### config.mk
export PLATFORM = sky130hd
export DESIGN_NAME = rvb_merge
export DESIGN_NICKNAME = d
export VERILOG_FILES = /design/src/design/rvb_pkg.sv /design/src/design/rvb_merge.sv
export SDC_FILE = /design/constraint.sdc
export NUM_CORES = 1
export LEC_CHECK = 0
export BUFFER_PORTS_ARGS = -buffer_cell sky130_fd_sc_hd__buf_2
export CORE_UTILIZATION = 35
export DETAILED_ROUTE_END_ITERATION = 7
export SLEW_MARGIN = 15
export SYNTH_ARGS = -nofsm -noshare
export SYNTH_HDL_FRONTEND = slang
export SYNTH_SLANG_ARGS = --single-unit
### constraint.sdc
create_clock -name clk -period 2.71 [get_ports clk]
set_clock_uncertainty 0.1 [all_clocks]
set_input_delay 0.542 -clock clk [delete_from_list [all_inputs] [get_ports clk]]
set_output_delay 0.542 -clock clk [all_outputs]
set_load 0.02 [all_outputs]
### src/design/rvb_pkg.sv
`timescale 1ns / 1ps
// ----------------------------------------------------------------------------
// rvb_pkg
// shared types and constants for the stereo comb/allpass reverb
// ----------------------------------------------------------------------------
package rvb_pkg;

  localparam int SAMPLE_W   = 16;
  localparam int CFG_IDX_W  = 3;
  localparam int CFG_DATA_W = 16;

  // configuration register indexes
  localparam logic [CFG_IDX_W-1:0] REG_MIX          = 3'd0;
  localparam logic [CFG_IDX_W-1:0] REG_DECAY        = 3'd1;
  localparam logic [CFG_IDX_W-1:0] REG_COMB_ONE_LEN = 3'd2;
  localparam logic [CFG_IDX_W-1:0] REG_COMB_TWO_LEN = 3'd3;
  localparam logic [CFG_IDX_W-1:0] REG_DIFFUSER_LEN = 3'd4;

  // register reset values
  localparam logic [15:0] MIX_RESET          = 16'd16384;
  localparam logic [14:0] DECAY_RESET        = 15'd19661;
  localparam logic [11:0] COMB_ONE_LEN_RESET = 12'd1425;
  localparam logic [11:0] COMB_TWO_LEN_RESET = 12'd1780;
  localparam logic [8:0]  DIFFUSER_LEN_RESET = 9'd240;

  // fully wet mix level
  localparam logic [15:0] MIX_FULL = 16'd32768;

  // rounding offset for q15 products
  localparam int RND_HALF = 16384;

  // output sample limits
  localparam logic [SAMPLE_W-1:0] Y_MAX = 16'h7fff;
  localparam logic [SAMPLE_W-1:0] Y_MIN = 16'h8000;

  // result queue
  localparam int RES_DEPTH = 4;
  localparam int RES_AW    = 2;

  // lane control: one bit per pipeline step, plus the write enables and the clear flag
  typedef struct packed {
    logic st0;      // beat accepted, line reads launched
    logic st1;      // comb products, diffuser write-back
    logic st2;      // comb write-back, mix products
    logic comb_we;
    logic diff_we;
    logic clear;    // clearing pass, write zeros
  } rvb_ctl_t;

  typedef struct packed {
    logic                last;
    logic [SAMPLE_W-1:0] right;
    logic [SAMPLE_W-1:0] left;
  } rvb_res_t;

endpackage

### src/design/rvb_merge.sv
`timescale 1ns / 1ps
// ----------------------------------------------------------------------------
// rvb_merge
// joins both lane results into one output beat and queues it
// ----------------------------------------------------------------------------
module rvb_merge
  import rvb_pkg::*;
(
  input  logic                clk,
  input  logic                rst,
  input  logic                take,
  input  logic                push,
  input  logic [SAMPLE_W-1:0] left_y,
  input  logic [SAMPLE_W-1:0] right_y,
  input  logic                last,
  output logic                room,
  output logic                out_valid,
  input  logic                out_ready,
  output logic [2*SAMPLE_W-1:0] out_data,
  output logic                out_last
);

  rvb_res_t          q [RES_DEPTH];
  logic [RES_AW-1:0] wr_ptr;
  logic [RES_AW-1:0] rd_ptr;
  logic [RES_AW:0]   fill;
  logic [RES_AW:0]   fill_next;
  logic [RES_AW:0]   credit;
  logic [RES_AW:0]   credit_next;
  logic              pop;
  rvb_res_t          head;

  assign pop       = out_valid && out_ready;
  assign head      = q[rd_ptr];
  assign out_valid = (fill != '0);
  assign out_data  = {head.right, head.left};
  assign out_last  = head.last;
  // credits cover results still in the lanes as well as queued ones
  assign room      = (credit < (RES_AW+1)'(RES_DEPTH));

  always_comb begin
    fill_next   = fill + (RES_AW+1)'(push) - (RES_AW+1)'(pop);
    credit_next = credit + (RES_AW+1)'(take) - (RES_AW+1)'(pop);
  end

  always_ff @(posedge clk) begin
    if (push) begin
      q[wr_ptr] <= '{last: last, right: right_y, left: left_y};
    end
  end

  always_ff @(posedge clk) begin
    if (rst) begin
      wr_ptr <= '0;
      rd_ptr <= '0;
      fill   <= '0;
      credit <= '0;
    end else begin
      if (push) begin
        wr_ptr <= wr_ptr + RES_AW'(1);
      end
      if (pop) begin
        rd_ptr <= rd_ptr + RES_AW'(1);
      end
      fill   <= fill_next;
      credit <= credit_next;
    end
  end

endmodule

# Word level (Yosys, flattened, before mapping)
# Memories as Yosys holds them, arrays and structs flattened. A register that Yosys moved wholly into a read port is not among the register bits.
# Index checks and enable logic that the tools add are counted.
# W data, S select, Z words.
[totals]
register_bits = 10
mem_bits_rw = 132
input_bits = 38
mem_count = 1
[mem_list]
columns = ["name", "words", "word_bits", "rd", "rd_ports_with_merged_regs", "write_ports", "line_no", "rtl"]
rows = [
  ["q", 4, 33, 1, 1, 1, "rvb_merge.sv:23", "rvb_res_t q [RES_DEPTH];"],
]
[classes]
n_addsub = 6
magnitude_cmp = 1
n_mux = 4
reduce_logical = 2
[ops]
columns = ["op", "n"]
rows = [
  ["$add A3 B1 Y3", 2],
  ["$sub A3 B1 Y3", 2],
  ["$add A2 B1 Y2 const B", 2],
  ["$mux W2", 2],
  ["$lt A3 B3 Y1 const B", 1],
  ["$reduce_bool A3 Y1", 1],
  ["$mux W1", 2],
  ["$logic_and A1 B1 Y1", 1],
]

# Logic depth before layout (Yosys ltp)
[depth]
ltp_word = 4
ltp_mapped = 8
mapped_depth_nobuf = 8

# Worst setup path after synthesis
# OpenSTA, ideal clock, no wires.
[synth_path]
path_type = "input to register"
from = "input out_ready"
to = "register credit[2]"
setup_ns = 0.128
arrival_time_ns = 1.758
setup_slack_ns = 0.724
cell_stages = 8
path_cell_list = "o31a_1 > ha_1 > inv_1 > ha_1 > inv_1 > fa_1 > xnor3_1 > nor2_1"
[synth_via]
elab_chain_len = 2
[synth_rtl]
columns = ["item", "line_no", "rtl"]
rows = [
  ["start: declaration", "rvb_merge.sv:18", "input logic out_ready,"],
  ["$logic_and A1 B1 Y1", "rvb_merge.sv:33", "assign pop = out_valid && out_ready;"],
  ["$sub A3 B1 Y3", "rvb_merge.sv:43", "credit_next = credit + (RES_AW+1)'(take) - (RES_AW+1)'(pop);"],
  ["end signal: assignment", "rvb_merge.sv:66", "credit <= credit_next;"],
  ["end: declaration", "rvb_merge.sv:28", "logic [RES_AW:0] credit;"],
]
# No other way between the ends.
# A chain may end at the register's enable or synchronous reset.

==> flow_summary_export.csv <==
group,metric,value,unit
clocking,clk_path_buf_depth,2,
cells_and_area,nFillCells,1324,
setup_path,endpoint,"out_data[0]",
timing,finalSetupViolations,0,
floorplan,start_util,35.75,%
route,top_layer,"met5",
route,drc,0,
placed_design,pre_cts_ws,0.5335,ns
synthesis,syn_nets,280,
floorplan,core_area,15200,um2
clocking,path_clk_slew,0.06,ns
synthesis,ys_warn_count,0,
power_and_ir_drop,powerDensity,912.3,nW/um2
floorplan,rows,45,
timing,finalCritPeriodShare,93.74,%
run,maxCapViolCount,0,
route,wl_met2,4830,um
route,wl_met1,3856,um
global_routing,grt_overflow,0,
placed_design,portBuffers,72,
cells_and_area,mostFrequentLayoutCell,"edfxtp_1",
floorplan,die_height,126.6,um
timing,worst_slew_pin_slew,0.4210,ns
route,totalWireLength,9263,um
timing,hold_viol_final,0,
route,drt_first_pass_iters,4,
status,outcome,"completed",
global_routing,grt_use_total,12.57,%
setup_path,path_delay_family,"multiplexers",
synthesis,synth_area,5435,um2
timing,clock.fmax,0.3936,GHz
floorplan,io_pins,73,
setup_path,path_depth,3,
cells_and_area,diodes,0,
route,ant_nets,0,
timing,rsz0062_at_grt,"false",
placed_design,globalplace.congestion,0.6529,
setup_path,critPathKind,"flop to primary output",
global_routing,grt_pass1_vias,2686,
setup_path,arrival,1.90,ns
setup_path,cp_cell_sequence,"buf_4, mux4_1, buf_2",
clocking,post_cts_resize_count,0,
synthesis,syn-mean-instance-area,23.43,um2
route,wl_met3,430,um
synthesis,synth_cell_type_count,22,
floorplan,dieWidth,126.6,um
clocking,cts_buffers,17,
clocking,cts_max_level,4,
cells_and_area,area.growth.synth_to_final,21.69,%
global_routing,grt_max_degree,26,
floorplan,die_area,16030,um2
timing,slew_viol_final,0,
setup_path,crit_buf_inv,2,
cells_and_area,final_cell_mix,"132 x edfxtp_1, 72 x buf_2, 30 x mux4_2, 17 x clkbuf_16",
timing,tns,0,ns
clocking,worstSkewPairLatency,0.41,ns
setup_path,critPathMaxStageDelay,0.61,ns
setup_path,crit_slowest_cell,"mux4_1",
setup_path,worst-path-max-fanout,20,
setup_path,r2r_end,"credit[2]",
clocking,cts_tree,"yes",
global_routing,antenna_found_initial,1,
synthesis,ys_seq_elements,144,
clocking,cts_root_buffer,"clkbuf_16",
global_routing,grt_pass1_wl,14470,um
timing,relSlewSlack,71.93,%
setup_path,startpoint_type,"flop",
timing,setup_slack,0.1696,ns
route,drt_iter0_drc,100,
route,wl_per_cell,17.75,um
cells_and_area,drive_above_1_share,42.51,%
power_and_ir_drop,leakage,2.300,nW
synthesis,ys_seq_area_share,77.35,%
cells_and_area,layout.cells.non_filler,522,
clocking,clock_sinks,144,
min_path,hp-class,"input port to flop",
placed_design,hpwl,5781,um
synthesis,synthCells,232,
setup_path,crit_required,2.07,ns
clocking,post-cts-setup-buffer-count,0,
route,via_per_inst,4.736,
timing,layout_min_cycle_time,2.540,ns
placed_design,placed_cells,490,
clocking,hold_buffers,0,
route,vias,2472,
power_and_ir_drop,ir_drop,0.4510,mV
timing,holdWs,0.2414,ns
cells_and_area,finalNetCount,369,
power_and_ir_drop,total_power,6.034,mW
setup_path,cp-end-kind,"primary output",
setup_path,r2r_start,"fill[1]",
setup_path,r2r_cells,8,
setup_path,rrSetupSlack,0.69,ns
logic make-up after synthesis:
family / after synthesis / share of synthesized area [%]
AO/OA/AOI/OAI: 2 / 0.3223
XOR/XNOR: 3 / 1.013
adder cells (fa/ha/maj): 10 / 2.578
buffers and inverters: 19 / 2.417
flip-flops: 144 / 77.35
multiplexers: 37 / 14.69
AND/OR/NAND/NOR: 17 / 1.635
synth_stat cells, drive strengths merged:
library cell	number	area, um2
edfxtp	132	3964
mux4	33	754.5
dfxtp	12	240.2
inv	10	37.54
ha	8	100.1
buf	7	86.33
nor2	7	26.28
nor2b	5	31.28
and2	4	25.02
mux2	3	33.78
clkbuf	2	7.510
fa	2	40.04
mux2i	1	10.01
o311ai	1	8.760
o31a	1	8.760
or3	1	6.260
xnor2	1	8.760
xnor3	1	22.52
xor3	1	23.77
cell type report:
class / instances / area (um2) / area share (%)
Multi-Input combinational cell: 69 / 1105 / 16.70
Tap cell: 188 / 235.2 / 3.557
Clock inverter: 12 / 117.6 / 1.778
Timing Repair Buffer: 79 / 475.5 / 7.189
Sequential cell: 144 / 4207 / 63.60
Clock buffer: 20 / 436.7 / 6.602
Inverter: 10 / 37.54 / 0.5675
worst min path at each step:
stage,from,to,slack [ns],cells after the start
2_1_floorplan,wr_ptr[1],wr_ptr[1],0.41,2
3_3_place_gp,wr_ptr[1],wr_ptr[1],0.44,2
3_5_place_dp,wr_ptr[0],wr_ptr[0],0.46,2
4_1_cts,left_y[11],q[3][11],0.22,1
5_1_grt,left_y[12],q[3][12],0.22,1
6_report,left_y[11],q[3][11],0.24,1
state kept, by name, indices dropped and copies added, names as in the netlist, named ones only:
name / flops
q: 132
credit: 3
fill: 3
rd_ptr: 2
wr_ptr: 2
stage by stage:
step           area (um2)  util [%]
6_report             6614     43.51
5_1_grt              6614     43.51
4_1_cts              6614     43.51
3_5_place_dp         6060     39.86
3_3_place_gp         6060     39.86
2_1_floorplan        5435         -
layer usage:
metal  vias to the layer above  track usage [%]
li1                       1127                -
met1                      1265            14.45
met2                        64            21.16
met3                        14            5.061
met4                         2            4.678
met5                         -                0
power by group:
group / switching [mW] / internal [mW]
logic: 0.640 / 0.577
registers: 0.0727 / 2.58
clock network: 0.821 / 1.34
total: 1.53 / 4.50
Power figures use the tool's default switching activity.
